--- config.mk ---
export PLATFORM = sky130hd
export DESIGN_NAME = gas_sensor_heater_cycle_sampler_flat
export DESIGN_NICKNAME = d
export VERILOG_FILES = /design/src/gscs_pkg.sv /design/src/gscs_item_if.sv /design/src/gscs_result_if.sv /design/src/gas_sensor_heater_cycle_sampler.sv /design/src/flat_wrapper.sv
export SDC_FILE = /design/constraint.sdc
export NUM_CORES = 1
export LEC_CHECK = 0
export ABC_AREA = 1
export BUFFER_PORTS_ARGS = -buffer_cell sky130_fd_sc_hd__buf_2
export CAP_MARGIN = 20
export CORE_ASPECT_RATIO = 0.75
export CORE_MARGIN = 2
export CORE_UTILIZATION = 30
export CTS_BUF_LIST = sky130_fd_sc_hd__clkbuf_2
export DETAILED_ROUTE_END_ITERATION = 6
export PLACE_DENSITY = 0.51
export SETUP_SLACK_MARGIN = 0.02
export SYNTH_ARGS = -nofsm -noshare
export SYNTH_HDL_FRONTEND = slang
export SYNTH_SLANG_ARGS = --single-unit
--- constraint.sdc ---
create_clock -name clk -period 3.86 [get_ports clk]
set_clock_uncertainty 0.2 [all_clocks]
set_input_delay 1.158 -clock clk [delete_from_list [all_inputs] [get_ports clk]]
set_output_delay 1.158 -clock clk [all_outputs]
set_load 0.005 [all_outputs]
--- src/gscs_pkg.sv ---
`timescale 1ns / 1ps
// ----------------------------------------------------------------------------
// gscs_pkg
// Shared types and constants of the gas sensor heater cycle sampler.
// ----------------------------------------------------------------------------
package gscs_pkg;

	localparam int BURST_LEN   = 32;
	localparam int SAMPLE_BITS = 12;
	localparam int TIMER_BITS  = 24;

	localparam int CFG_W       = 24;
	localparam int DUTY_W      = 8;
	localparam int SAMPLE_W    = 12;
	localparam int CFG_IDX_W   = 2;
	localparam int AVG_SHIFT   = 5;

	localparam int CNT_W = $clog2(BURST_LEN + 1);
	localparam int SUM_W = SAMPLE_W + $clog2(BURST_LEN);
	localparam int CMP_W = (TIMER_BITS > CFG_W) ? TIMER_BITS : CFG_W;
	localparam int SAT_W = (SUM_W > SAMPLE_BITS) ? SUM_W : SAMPLE_BITS;

	localparam logic [TIMER_BITS-1:0] TIMER_MAX = '1;
	localparam logic [DUTY_W-1:0]     FULL_DUTY = 8'd255;

	localparam logic [CFG_IDX_W-1:0] REG_HEAT_TICKS    = 2'd0;
	localparam logic [CFG_IDX_W-1:0] REG_MEASURE_TICKS = 2'd1;
	localparam logic [CFG_IDX_W-1:0] REG_READ_INTERVAL = 2'd2;
	localparam logic [CFG_IDX_W-1:0] REG_MEASURE_DUTY  = 2'd3;

	localparam logic OP_TICK   = 1'b0;
	localparam logic OP_SAMPLE = 1'b1;

	typedef struct packed {
		logic                operation;
		logic [SAMPLE_W-1:0] sample;
	} item_t;

	typedef struct packed {
		logic [DUTY_W-1:0]   heater_duty;
		logic                phase;
		logic                sample_request;
		logic                average_valid;
		logic [SAMPLE_W-1:0] average;
		logic                warmed_up;
	} result_t;

endpackage

--- src/gscs_item_if.sv ---
`timescale 1ns / 1ps
// ----------------------------------------------------------------------------
// gscs_item_if
// Input channel: valid/ready handshake carrying one tick or sample item.
// ----------------------------------------------------------------------------
interface gscs_item_if;
	logic            valid;
	logic            ready;
	gscs_pkg::item_t data;

	modport source (output valid, output data, input ready);
	modport sink (input valid, input data, output ready);
endinterface

--- src/gscs_result_if.sv ---
`timescale 1ns / 1ps
// ----------------------------------------------------------------------------
// gscs_result_if
// Output channel: valid/ready handshake carrying one result item.
// ----------------------------------------------------------------------------
interface gscs_result_if;
	logic              valid;
	logic              ready;
	gscs_pkg::result_t data;

	modport source (output valid, output data, input ready);
	modport sink (input valid, input data, output ready);
endinterface

--- src/gas_sensor_heater_cycle_sampler.sv ---
`timescale 1ns / 1ps
// ----------------------------------------------------------------------------
// gas_sensor_heater_cycle_sampler
// Heater phase sequencer with timed sample bursts and burst averaging.
//
//   channel   dir   payload                                   transfer when
//   item      in    operation, sample                         valid && ready
//   result    out   heater_duty, phase, sample_request,       valid && ready
//                   average_valid, average, warmed_up
//   cfg       in    cfg_index, cfg_wdata                      cfg_we
//
// One item per cycle while item.ready is high; results leave in item order.
// State updates at the item transfer; the result goes to an output register
// backed by a one-entry skid register, so item.ready drops only when both
// are full. Reset loads the register defaults and clears all phase state;
// no clearing pass.
// ----------------------------------------------------------------------------
module gas_sensor_heater_cycle_sampler (
	input  logic                             clk,
	input  logic                             arst_n,
	gscs_item_if.sink                        item,
	gscs_result_if.source                    result,
	input  logic                             cfg_we,
	input  logic [gscs_pkg::CFG_IDX_W-1:0]   cfg_index,
	input  logic [gscs_pkg::CFG_W-1:0]       cfg_wdata
);

	typedef struct packed {
		logic                                 measuring;
		logic [gscs_pkg::TIMER_BITS-1:0]      phase_ticks;
		logic [gscs_pkg::TIMER_BITS-1:0]      ticks_since_read;
		logic                                 burst_active;
		logic [gscs_pkg::CNT_W-1:0]           burst_count;
		logic [gscs_pkg::SUM_W-1:0]           burst_sum;
		logic                                 ready;
	} state_t;

	localparam logic [gscs_pkg::SAMPLE_W-1:0] SAMPLE_IN_MASK =
		gscs_pkg::SAMPLE_W'((64'd1 << gscs_pkg::SAMPLE_BITS) - 64'd1);
	localparam logic [gscs_pkg::SAT_W-1:0] AVG_MAX =
		gscs_pkg::SAT_W'((64'd1 << gscs_pkg::SAMPLE_BITS) - 64'd1);

	function automatic logic [gscs_pkg::TIMER_BITS-1:0] sat_inc(
		input logic [gscs_pkg::TIMER_BITS-1:0] t
	);
		return (t == gscs_pkg::TIMER_MAX) ? t : t + 1'b1;
	endfunction

	function automatic logic reached(
		input logic [gscs_pkg::TIMER_BITS-1:0] t,
		input logic [gscs_pkg::CFG_W-1:0]      limit
	);
		return (gscs_pkg::CMP_W'(t) >= gscs_pkg::CMP_W'(limit)) ||
			(t == gscs_pkg::TIMER_MAX);
	endfunction

	logic [gscs_pkg::CFG_W-1:0]  heat_ticks_q;
	logic [gscs_pkg::CFG_W-1:0]  measure_ticks_q;
	logic [gscs_pkg::CFG_W-1:0]  read_interval_q;
	logic [gscs_pkg::DUTY_W-1:0] measure_duty_q;

	state_t            state_q;
	state_t            state_d;
	gscs_pkg::result_t res_d;
	gscs_pkg::result_t out_q;
	gscs_pkg::result_t skid_q;
	logic              out_valid_q;
	logic              skid_valid_q;
	logic              in_xfer;
	logic              out_xfer;

	logic [gscs_pkg::TIMER_BITS-1:0] pt_inc;
	logic [gscs_pkg::TIMER_BITS-1:0] tsr_inc;
	logic [gscs_pkg::SUM_W-1:0]      sum_next;
	logic [gscs_pkg::CNT_W-1:0]      cnt_next;
	logic [gscs_pkg::SAT_W-1:0]      avg_full;

	assign item.ready    = !skid_valid_q;
	assign in_xfer       = item.valid && item.ready;
	assign out_xfer      = out_valid_q && result.ready;
	assign result.valid  = out_valid_q;
	assign result.data   = out_q;

	always_ff @(posedge clk or negedge arst_n) begin
		if (!arst_n) begin
			heat_ticks_q    <= 24'd60000;
			measure_ticks_q <= 24'd90000;
			read_interval_q <= 24'd5000;
			measure_duty_q  <= 8'd71;
		end else if (cfg_we) begin
			case (cfg_index)
				gscs_pkg::REG_HEAT_TICKS:    heat_ticks_q    <= cfg_wdata;
				gscs_pkg::REG_MEASURE_TICKS: measure_ticks_q <= cfg_wdata;
				gscs_pkg::REG_READ_INTERVAL: read_interval_q <= cfg_wdata;
				gscs_pkg::REG_MEASURE_DUTY:  measure_duty_q  <= cfg_wdata[gscs_pkg::DUTY_W-1:0];
				default: ;
			endcase
		end
	end

	always_comb begin
		state_d  = state_q;
		res_d    = '0;
		pt_inc   = sat_inc(state_q.phase_ticks);
		tsr_inc  = sat_inc(state_q.ticks_since_read);
		sum_next = state_q.burst_sum +
			gscs_pkg::SUM_W'(item.data.sample & SAMPLE_IN_MASK);
		cnt_next = state_q.burst_count + 1'b1;
		avg_full = gscs_pkg::SAT_W'(sum_next >> gscs_pkg::AVG_SHIFT);

		if (item.data.operation == gscs_pkg::OP_TICK) begin
			state_d.phase_ticks      = pt_inc;
			state_d.ticks_since_read = tsr_inc;
			if (!state_q.measuring) begin
				if (reached(pt_inc, heat_ticks_q)) begin
					state_d.measuring        = 1'b1;
					state_d.phase_ticks      = '0;
					state_d.ticks_since_read = gscs_pkg::TIMER_MAX;
				end
			end else begin
				if (!state_q.burst_active && reached(tsr_inc, read_interval_q)) begin
					state_d.ticks_since_read = '0;
					state_d.burst_active     = 1'b1;
					state_d.burst_count      = '0;
					state_d.burst_sum        = '0;
					res_d.sample_request     = 1'b1;
				end
				if (reached(pt_inc, measure_ticks_q)) begin
					state_d.measuring   = 1'b0;
					state_d.phase_ticks = '0;
					state_d.ready       = 1'b1;
				end
			end
		end else if (state_q.burst_active) begin
			state_d.burst_sum   = sum_next;
			state_d.burst_count = cnt_next;
			if (gscs_pkg::CNT_W'(gscs_pkg::BURST_LEN) <= cnt_next) begin
				res_d.average_valid  = 1'b1;
				res_d.average        = (avg_full > AVG_MAX) ?
					AVG_MAX[gscs_pkg::SAMPLE_W-1:0] : avg_full[gscs_pkg::SAMPLE_W-1:0];
				state_d.burst_active = 1'b0;
				state_d.burst_count  = '0;
				state_d.burst_sum    = '0;
			end
		end

		res_d.phase        = state_d.measuring;
		res_d.heater_duty  = state_d.measuring ? measure_duty_q : gscs_pkg::FULL_DUTY;
		res_d.warmed_up    = state_d.ready;
	end

	always_ff @(posedge clk or negedge arst_n) begin
		if (!arst_n) begin
			state_q <= '0;
		end else if (in_xfer) begin
			state_q <= state_d;
		end
	end

	always_ff @(posedge clk or negedge arst_n) begin
		if (!arst_n) begin
			out_valid_q  <= 1'b0;
			skid_valid_q <= 1'b0;
		end else if (skid_valid_q) begin
			if (out_xfer) begin
				skid_valid_q <= 1'b0;
			end
		end else if (in_xfer) begin
			if (!out_valid_q || out_xfer) begin
				out_valid_q <= 1'b1;
			end else begin
				skid_valid_q <= 1'b1;
			end
		end else if (out_xfer) begin
			out_valid_q <= 1'b0;
		end
	end

	always_ff @(posedge clk) begin
		if (skid_valid_q) begin
			if (out_xfer) begin
				out_q <= skid_q;
			end
		end else if (in_xfer) begin
			if (!out_valid_q || out_xfer) begin
				out_q <= res_d;
			end else begin
				skid_q <= res_d;
			end
		end
	end

endmodule

--- src/flat_wrapper.sv ---
// flat-port wrapper written by rule: the top's interface ports become plain ports
module gas_sensor_heater_cycle_sampler_flat 
  (clk, arst_n, cfg_we, cfg_index, cfg_wdata, item_valid, item_data, item_ready, result_valid, result_data, result_ready);
  gscs_item_if item_i ();
  gscs_result_if result_i ();
  input  logic clk;
  input  logic arst_n;
  input  logic cfg_we;
  input  logic [gscs_pkg::CFG_IDX_W-1:0] cfg_index;
  input  logic [gscs_pkg::CFG_W-1:0] cfg_wdata;
  input wire logic [$bits(item_i.valid)-1:0] item_valid;
  input wire logic [$bits(item_i.data)-1:0] item_data;
  output wire logic [$bits(item_i.ready)-1:0] item_ready;
  output wire logic [$bits(result_i.valid)-1:0] result_valid;
  output wire logic [$bits(result_i.data)-1:0] result_data;
  input wire logic [$bits(result_i.ready)-1:0] result_ready;
  assign item_i.valid = item_valid;
  assign item_i.data = item_data;
  assign item_ready = item_i.ready;
  assign result_valid = result_i.valid;
  assign result_data = result_i.data;
  assign result_i.ready = result_ready;
  gas_sensor_heater_cycle_sampler u_core (.clk(clk), .arst_n(arst_n), .item(item_i), .result(result_i), .cfg_we(cfg_we), .cfg_index(cfg_index), .cfg_wdata(cfg_wdata));
endmodule
== Yosys cells after proc, flatten, opt, wreduce, memory -nomap -nowiden ==
Index checks and enable logic that the tools add are counted.
Storage, ports and cells
  register bits: 204
Cells by class
  add/subtract/negate cells: 4
  order comparisons: 5
  equal/unequal tests: 10
  muxes and demuxes: 32
  bitwise logic cells: 3
  reductions and logical operators: 26
Operators by type and width (number)
  $mux W24: 9
  $mux W49: 3
  $eq A24 B24 Y1 const B: 4
  $ge A24 B24 Y1: 3
  $mux W25: 2
  $add A24 B1 Y24 const B: 2
  $mux W48: 1
  $mux W13: 3
  $add A17 B12 Y17: 1
  $gt A12 B12 Y1 const B: 1
  $mux W1: 12
  $mux W12: 1
  $reduce_and A3 Y1: 4
  $reduce_and A2 Y1: 5
  $reduce_bool A2 Y1: 5
  $mux W8: 1
  $add A6 B1 Y6 const B: 1
  $le A6 B6 Y1 const A: 1
  $eq A2 B2 Y1 const B: 2
  $logic_or A1 B1 Y1: 4
  $ne A2 B2 Y1 const B: 2
  $reduce_and A4 Y1: 1
  $logic_and A1 B1 Y1: 3
  $logic_not A1 Y1: 3
  4 further kinds: 6

== Depth between registers and ports, before layout ==
Gate-level depths: netlist of the first run.
  word-level depth: 12
  depth in mapped cells: 24

== Worst setup path before layout of the first run ==
OpenSTA, ideal clock, no wires.
  path type: flip-flop to flip-flop
  start: register u_core.state_q[25] (netlist bit)
  end: register u_core.state_q[36] (netlist bit)
  setup time: 83 ps
  arrival time: 3113 ps
  data required time: 3577 ps
  setup slack: 464 ps
  cell stages (with the launch flop): 22
  path buffers: 3
  clock period less this slack: 3396 ps
  cells stage by stage: dfrtp_1 -> ha_1 -> nand3_2 -> clkinv_2 -> nand2_4 -> nor2_4 -> nand2_2 -> buf_6 -> clkbuf_1 -> nand2_1 -> ha_1 -> a21oi_1 -> o21a_1 -> nor2_1 -> o21ai_0 -> nand3_1 -> nor2_1 -> nand2_2 -> nand3_1 -> nand3_2 -> buf_4 -> o21ai_0
On the way
  word-level cells in the longest chain between the ends: 7
  elaborated cells on any way between the ends: 10
  classes of those cells: 1 x add/sub; 1 x order compare; 2 x eq/ne; 4 x mux; 2 x reduce/logical
Ends and longest elaborated chain
  start, declared: line gas_sensor_heater_cycle_sampler.sv:62  | state_t state_q;
  start signal, assigned: line gas_sensor_heater_cycle_sampler.sv:156  | state_q <= state_d;
  $add A24 B1 Y24 or $eq A24 B24 Y1 (tied branches): line gas_sensor_heater_cycle_sampler.sv:46  | return (t == gscs_pkg::TIMER_MAX) ? t : t + 1'b1;
  $mux W24 (*): line gas_sensor_heater_cycle_sampler.sv:46
  $ge A24 B24 Y1 or $eq A24 B24 Y1 (tied branches): line gas_sensor_heater_cycle_sampler.sv:53, gas_sensor_heater_cycle_sampler.sv:54
  $logic_or A1 B1 Y1: line gas_sensor_heater_cycle_sampler.sv:53  | return (gscs_pkg::CMP_W'(t) >= gscs_pkg::CMP_W'(limit)) ||
  $logic_and A1 B1 Y1: line gas_sensor_heater_cycle_sampler.sv:121  | if (!state_q.burst_active && reached(tsr_inc, read_interval_q)) begin
  $mux W48: line gas_sensor_heater_cycle_sampler.sv:121
  $mux W49 (*): line gas_sensor_heater_cycle_sampler.sv:114  | if (!state_q.measuring) begin
Every way passes the cells marked *; elsewhere a longest branch is shown, timed or not. The select of a mux whose other input is x is not followed.
A chain may end at the register's enable or synchronous reset.

==> results.yml, run 1 <==
synth:
  yosysSeqAreaShare: 0.435
  yosys_warnings: 0
  netlist_area_sq_um: 12400
  syn_area_per_cell_sq_um: 7.83
  synth_nets: 1713
  yosysUniqueCellTypes: 43
  synthCells: 1580
  ys_ff_latch: 204
timing:
  hold_ws_ns: 0.289
  fmax_mhz: 274
  min_period_over_period: 0.945
  min_period_ns: 3.65
  worst_slew_pin_slew_ns: 0.716
  hold_viol_final: 0
  finalMaxSlewViolations: 0
  setup_viol: 0
  rsz0062_at_grt: "true"
  max-slew-margin-rel: 0.521
worst_setup_path:
  critPathArrivalTime_ns: 4.15
  crit_required_ns: 4.36
  r2r_setup_slack_ns: 0.21
  r2r_end: "u_core.result.data[20]"
  crit_path_end_kind: "flip-flop"
  reg2reg_depth: 22
  start_kind: "flip-flop"
  criticalPathCategory: "reg2reg"
  r2r_start: "u_core.state_q[49]"
  cp_max_fo: 8
power_and_ir_drop:
  p_leak_uw: 0.00691
  power.density_nw_per_um2: 645
  ir_drop_mv: 0.235
min_path:
  min_to: "u_core.state_q[1]"
  whs_path_depth: 2
  hold_start: "u_core.state_q[1]"
  min_path_type: "reg2reg"
clocking:
  clock-root-buffer: "clkbuf_2"
  clkSinkCount: 204
  h-tree-depth: 2
  cts_buffers: 56
  cts_tree: "yes"
  clk_pin_slew_ns: 0.12
  clkLatencyLatePin_ns: 0.94
  clock_path_buffers: 3
floorplanning:
  die_w_um: 238
  die_h_um: 180
  io_pins: 70
  rows: 64
  core-area_sq_um: 40800
  dieArea_sq_um: 42900
  start_util: 0.303
routing:
  via_per_inst: 4.67
  routedWlPerCell_um: 14.8
  via_count: 10700
  drtAntennaViolNets: 0
  drt_iter0_drc: 662
  drc: 0
  totalWireLength_mm: 34.0
  dr.pass1.iters: 5
placed_design:
  placedCellCount: 2185
  gp_congestion: 0.876
  dpl.hpwl_mm: 25.0
  portBuffers: 69
grt:
  overflow: 0
  grt_pass1_wl_mm: 55.2
  grt_use_total: 0.159
  antenna_found_initial: 1
  grt_pass1_vias: 10100
  grt_max_degree: 64
cells_and_area:
  ff_latch_area_sq_um: 5380
  fillCellCount: 4321
  drive_above_1_share: 0.192
  areaGrowthSynthToFinish_pct: 16.5
  final_nets: 1857
  multi_input_comb_area_sq_um: 6140
  final_cells: 2298
  final_core_utilization: 0.354
run:
  cap_violations: 0
outcome:
  status: "finished clean"
## cells in the mapped netlist (all sizes together)
library cell | count | area (sq um)
and2 | 1 | 6.26
o21ai | 175 | 921
o22ai | 14 | 87.6
clkbuf | 31 | 116
o211ai | 4 | 30.0
nor3 | 3 | 15.0
a21o | 1 | 7.51
nand2 | 495 | 1940
a21oi | 80 | 400
nand4 | 22 | 138
nor2 | 127 | 494
nand3b | 2 | 15.0
a31oi | 1 | 6.26
dfrtp | 131 | 3280
clkinv | 3 | 12.5
nand3 | 64 | 380
a211oi | 1 | 7.51
or2 | 5 | 31.3
inv | 194 | 728
nor4 | 3 | 18.8
o31ai | 2 | 15.0
dfstp | 25 | 657
a21boi | 3 | 26.3
xnor2 | 8 | 70.1
o21bai | 6 | 45.0
fa | 1 | 20.0
buf | 17 | 146
edfxtp | 48 | 1440
ha | 88 | 1100
o21a | 1 | 7.51
xor2 | 24 | 210
## registers in the layout, summed over array words and instances, names as in the netlist
| register | cells |
|---|---|
| u_core.state_q | 74 |
| u_core.heat_ticks_q | 24 |
| u_core.measure_ticks_q | 24 |
| u_core.read_interval_q | 24 |
| u_core.result.data | 24 |
| u_core.skid_q | 24 |
| u_core.measure_duty_q | 8 |
| u_core.result.valid | 1 |
| u_core.skid_valid_q | 1 |
## metrics by stage
stage               total power (uW)  area (sq um)  setup WS [ns]  setup TNS [ns]
global placement                7520         13700         0.0108               0
global route                   10200         14400        -0.0130         -0.0662
detailed placement              7590         13700        -0.0285         -0.0533
CTS                             9220         14200         0.0409               0
finish                          9300         14400          0.213               0
floorplan                       6160         12400          0.464               0
## power breakdown
group | internal, uW | switching [uW]
clock network | 560 | 1010
logic | 1680 | 2730
registers | 2890 | 428
total | 5130 | 4170
## cells in the final DEF (no fill, tap or decap), types with 3 or more instances in the layout
master    count
nand3_2      12
clkinv_2      5
edfxtp_1     48
dfrtp_1     128
buf_4        49
o21ai_1      26
buf_2        68
nand2_1     463
dfrtp_2       3
buf_6         4
o21ai_2      12
clkinv_1     19
inv_1       192
dfstp_2      25
nand3_1      50
nand2_4       6
o21ai_0     137
a21oi_1      76
a21oi_2       4
nand2_2      26
o211ai_1      4
ha_1         87
or2_2         5
o21bai_1      6
nand4_1      22
nor2_2       16
buf_12        9
xor2_1       24
clkbuf_2     78
o22ai_1      14
xnor2_1       8
nor2_1      108
nor2_4        3
## worst max-delay path, stage by stage, from the launching register on
cell,delay [ns]
dfrtp_1,0.45
ha_4,0.19
nand3_4,0.11
inv_2,0.08
nand2_2,0.08
nor2_4,0.14
nand2_4,0.10
o21ai_1,0.18
inv_1,0.10
ha_1,0.30
a21oi_1,0.17
o21ai_0,0.10
nand2_1,0.07
o211ai_1,0.15
nand3b_1,0.13
nand3_1,0.07
a21oi_1,0.13
nand2_1,0.12
nand3_2,0.13
clkbuf_4,0.20
nand3_2,0.09
nand2_1,0.07
nand2_1,0.05
## how the worst max path moves through the flow
stage,start,endpoint,slack [ns],depth (start not counted)
3_3_place_gp,u_core.state_q[49],u_core.result.data[20],0.01,20
5_1_grt,u_core.state_q[49],u_core.result.data[21],-0.01,22
4_1_cts,u_core.state_q[52],u_core.result.data[18],0.04,21
6_report,u_core.state_q[49],u_core.result.data[20],0.21,22
2_1_floorplan,u_core.state_q[25],u_core.state_q[36],0.46,21
3_5_place_dp,u_core.state_q[49],u_core.state_q[25],-0.03,18
## per-layer routing
| layer | up-vias | global-route usage | part of all wire | wire length (um) |
|---|---|---|---|---|
| met5 | - | 0 | 0 | 0 |
| li1 | 5455 | - | - | - |
| met3 | 44 | 0.0289 | 0.055 | 1880 |
| met1 | 4954 | 0.259 | 0.55 | 18600 |
| met4 | 0 | 0.0425 | 0.016 | 545 |
| met2 | 282 | 0.209 | 0.38 | 13000 |
## layout make-up
class | instances | share of cell area
flip-flops and latches | 204 | 0.373
clock inverters | 24 | 0.00721
clock buffers | 78 | 0.0271
well taps | 528 | 0.0458
diodes | 2 | 0.000347
repair buffers | 134 | 0.0688
inverters | 197 | 0.0516
multi-input cells | 1131 | 0.426
## repair_timing
action                     CTS  global route
gates cloned                 0             2
hold buffers                 1             0
resized for setup            2            46
pin swaps                    1             6
setup endpoints to repair   43            88
hold endpoints to repair    49             0
buffers inserted             1             5
## kinds of logic after synthesis
| logic type | after synthesis | share of synthesized area |
|---|---|---|
| DFF | 204 | 0.435 |
| xor gates and xnor gates | 32 | 0.0227 |
| AOI/OAI and AO/OA | 288 | 0.126 |
| buffers and inverters | 245 | 0.0811 |
| adders and majority gates | 89 | 0.0906 |
| and+or+nand+nor | 722 | 0.245 |
(Power assumes the default switching activity.)
==> inputs of run 2 (changes only) <==
==> constraint.sdc (replaced) <==
create_clock -name clk -period 4 [get_ports clk]
set_clock_uncertainty 0.2 [all_clocks]
set_input_delay 1.2 -clock clk [delete_from_list [all_inputs] [get_ports clk]]
set_output_delay 1.2 -clock clk [all_outputs]
set_load 0.005 [all_outputs]
==> run 2 against run 1 <==
Flip-flop and latch count did not move. Count of clock-buffer cells in the layout rose by 6. Non-clock buffer count fell by 16. Maximum frequency fell by 1.5%. Via count fell by 0.97%. Global-route usage rose by 0.12 points. Critical endpoint unchanged.
==> results.yml, run 2 (synthesized netlist as in run 1, its figures left out) <==
worst_setup_path:
  critPathArrivalTime_ns: 4.15
  cp_max_fo: 11
  criticalPathCategory: "reg2reg"
  crit_path_end_kind: "flip-flop"
  start_kind: "flip-flop"
  crit_required_ns: 4.44
  r2r_setup_slack_ns: 0.30
clocking:
  h-tree-depth: 2
  clkSinkCount: 204
  cts_tree: "yes"
  clock_path_buffers: 3
  clkLatencyLatePin_ns: 0.91
  clk_pin_slew_ns: 0.09
  clock-root-buffer: "clkbuf_2"
  cts_buffers: 54
floorplanning:
  io_pins: 70
  rows: 64
  core-area_sq_um: 40800
  dieArea_sq_um: 42900
  start_util: 0.303
  die_h_um: 180
  die_w_um: 238
grt:
  grt_max_degree: 49
  antenna_found_initial: 1
  grt_use_total: 0.161
  grt_pass1_vias: 10200
  overflow: 0
  grt_pass1_wl_mm: 55.3
timing:
  worst_slew_pin_slew_ns: 0.711
  setup-tns-final_ns: 0
  min_period_over_period: 0.926
  hold_viol_final: 0
  min_period_ns: 3.70
  fmax_mhz: 270
  max-slew-margin-rel: 0.525
  setup_viol: 0
  rsz0062_at_grt: "false"
  finalMaxSlewViolations: 0
  fin_ws_ns: 0.296
placed_design:
  gp_congestion: 0.928
  portBuffers: 69
  dpl.hpwl_mm: 25.1
  dp_worst_setup_slack_ns: 0.195
routing:
  drtAntennaViolNets: 0
  drt_iter0_drc: 668
  routedWlPerCell_um: 14.8
  totalWireLength_mm: 33.8
  dr.pass1.iters: 7
  via_per_inst: 4.66
  drc: 0
  via_count: 10600
cells_and_area:
  largest_reg_flops: 74
  final_nets: 1839
  top_register: "u_core.state_q"
  drive_above_1_share: 0.182
  areaGrowthSynthToFinish_pct: 14.7
  mostFrequentLayoutCell: "nand2_1"
  final_core_utilization: 0.348
  final_cell_mix: "nand2_1, inv_1, o21ai_0"
outcome:
  status: "finished clean"
power_and_ir_drop:
  ir_drop_mv: 0.223
  p_leak_uw: 0.00681
  power.density_nw_per_um2: 620
min_path:
  min_path_type: "reg2reg"
run:
  cap_violations: 0
run 2: timing repair:
| action | in CTS | in global routing |
|---|---|---|
| setup buffers | 0 | 1 |
| hold buffers | 1 | 0 |
| resized for setup | 0 | 28 |
| hold endpoints to repair | 25 | 0 |
| setup endpoints to repair | 0 | 89 |
run 2: worst max-delay path: stages (launching register included):
cell and delay (ns):
dfrtp_2 0.43, ha_1 0.20, nand3_2 0.15, inv_2 0.10, nand2_2 0.08, nor2_2 0.16, nand2_4 0.13, o21ai_2 0.17
inv_1 0.11, ha_1 0.30, a21oi_1 0.17, o21ai_0 0.12, nand2_1 0.08, o211ai_1 0.15, nand3b_1 0.13, nand3_1 0.07
a21oi_1 0.11, nand2_1 0.11, nand3_1 0.10, buf_6 0.18, nand3_2 0.09, nand2_1 0.07, nand2_1 0.06
run 2: cell type report:
class,instances,area (sq um)
fill,4357,26600
timing repair buffer,118,842
clock buffer,84,420
tap,528,661
multi-input combinational,1131,6060
antenna,2,5.00
sequential,204,5390
clock inverter,16,73.8
inverter,197,741
run 2: path summary, 6_finish.rpt:
check / startpoint / endpoint / cells past startpoint
setup / recovery: u_core.state_q[49] / u_core.result.data[20] / 22
hold / removal: u_core.measure_duty_q[7] / u_core.measure_duty_q[7] / 2
setup reg to reg: u_core.state_q[49] / u_core.result.data[20] / 22
hold reg to reg: u_core.measure_duty_q[7] / u_core.measure_duty_q[7] / 2
max in group asynchronous: arst_n / u_core.measure_duty_q[0] / 3
min in group asynchronous: arst_n / u_core.state_q[11] / 2
run 2: per-stage QoR:
step	power, uW	instances	hold slack [ns]	instance area, sq um
4_1_cts	8850	2277	0.298	14100
2_1_floorplan	5950	1580	0.239	12400
5_1_grt	9700	2279	0.309	14200
3_3_place_gp	7210	2176	0.267	13600
6_report	8790	2280	0.291	14200
3_5_place_dp	7280	2176	0.274	13600
run 2: report_power, final:
group          leakage (uW)  total (uW)  switching, uW  internal [uW]
registers           0.00240        3250            459           2790
clock network      0.000386        1500            932            564
logic               0.00403        4040           2530           1510
total               0.00681        8790           3920           4870
run 2: routing by layer:
metal / vias to the layer above / wire length [um] / track usage
met5: - / 0 / 0
met4: 0 / 569 / 0.0388
met3: 45 / 2050 / 0.0344
met2: 236 / 13000 / 0.214
met1: 4938 / 18200 / 0.257
li1: 5412 / - / -
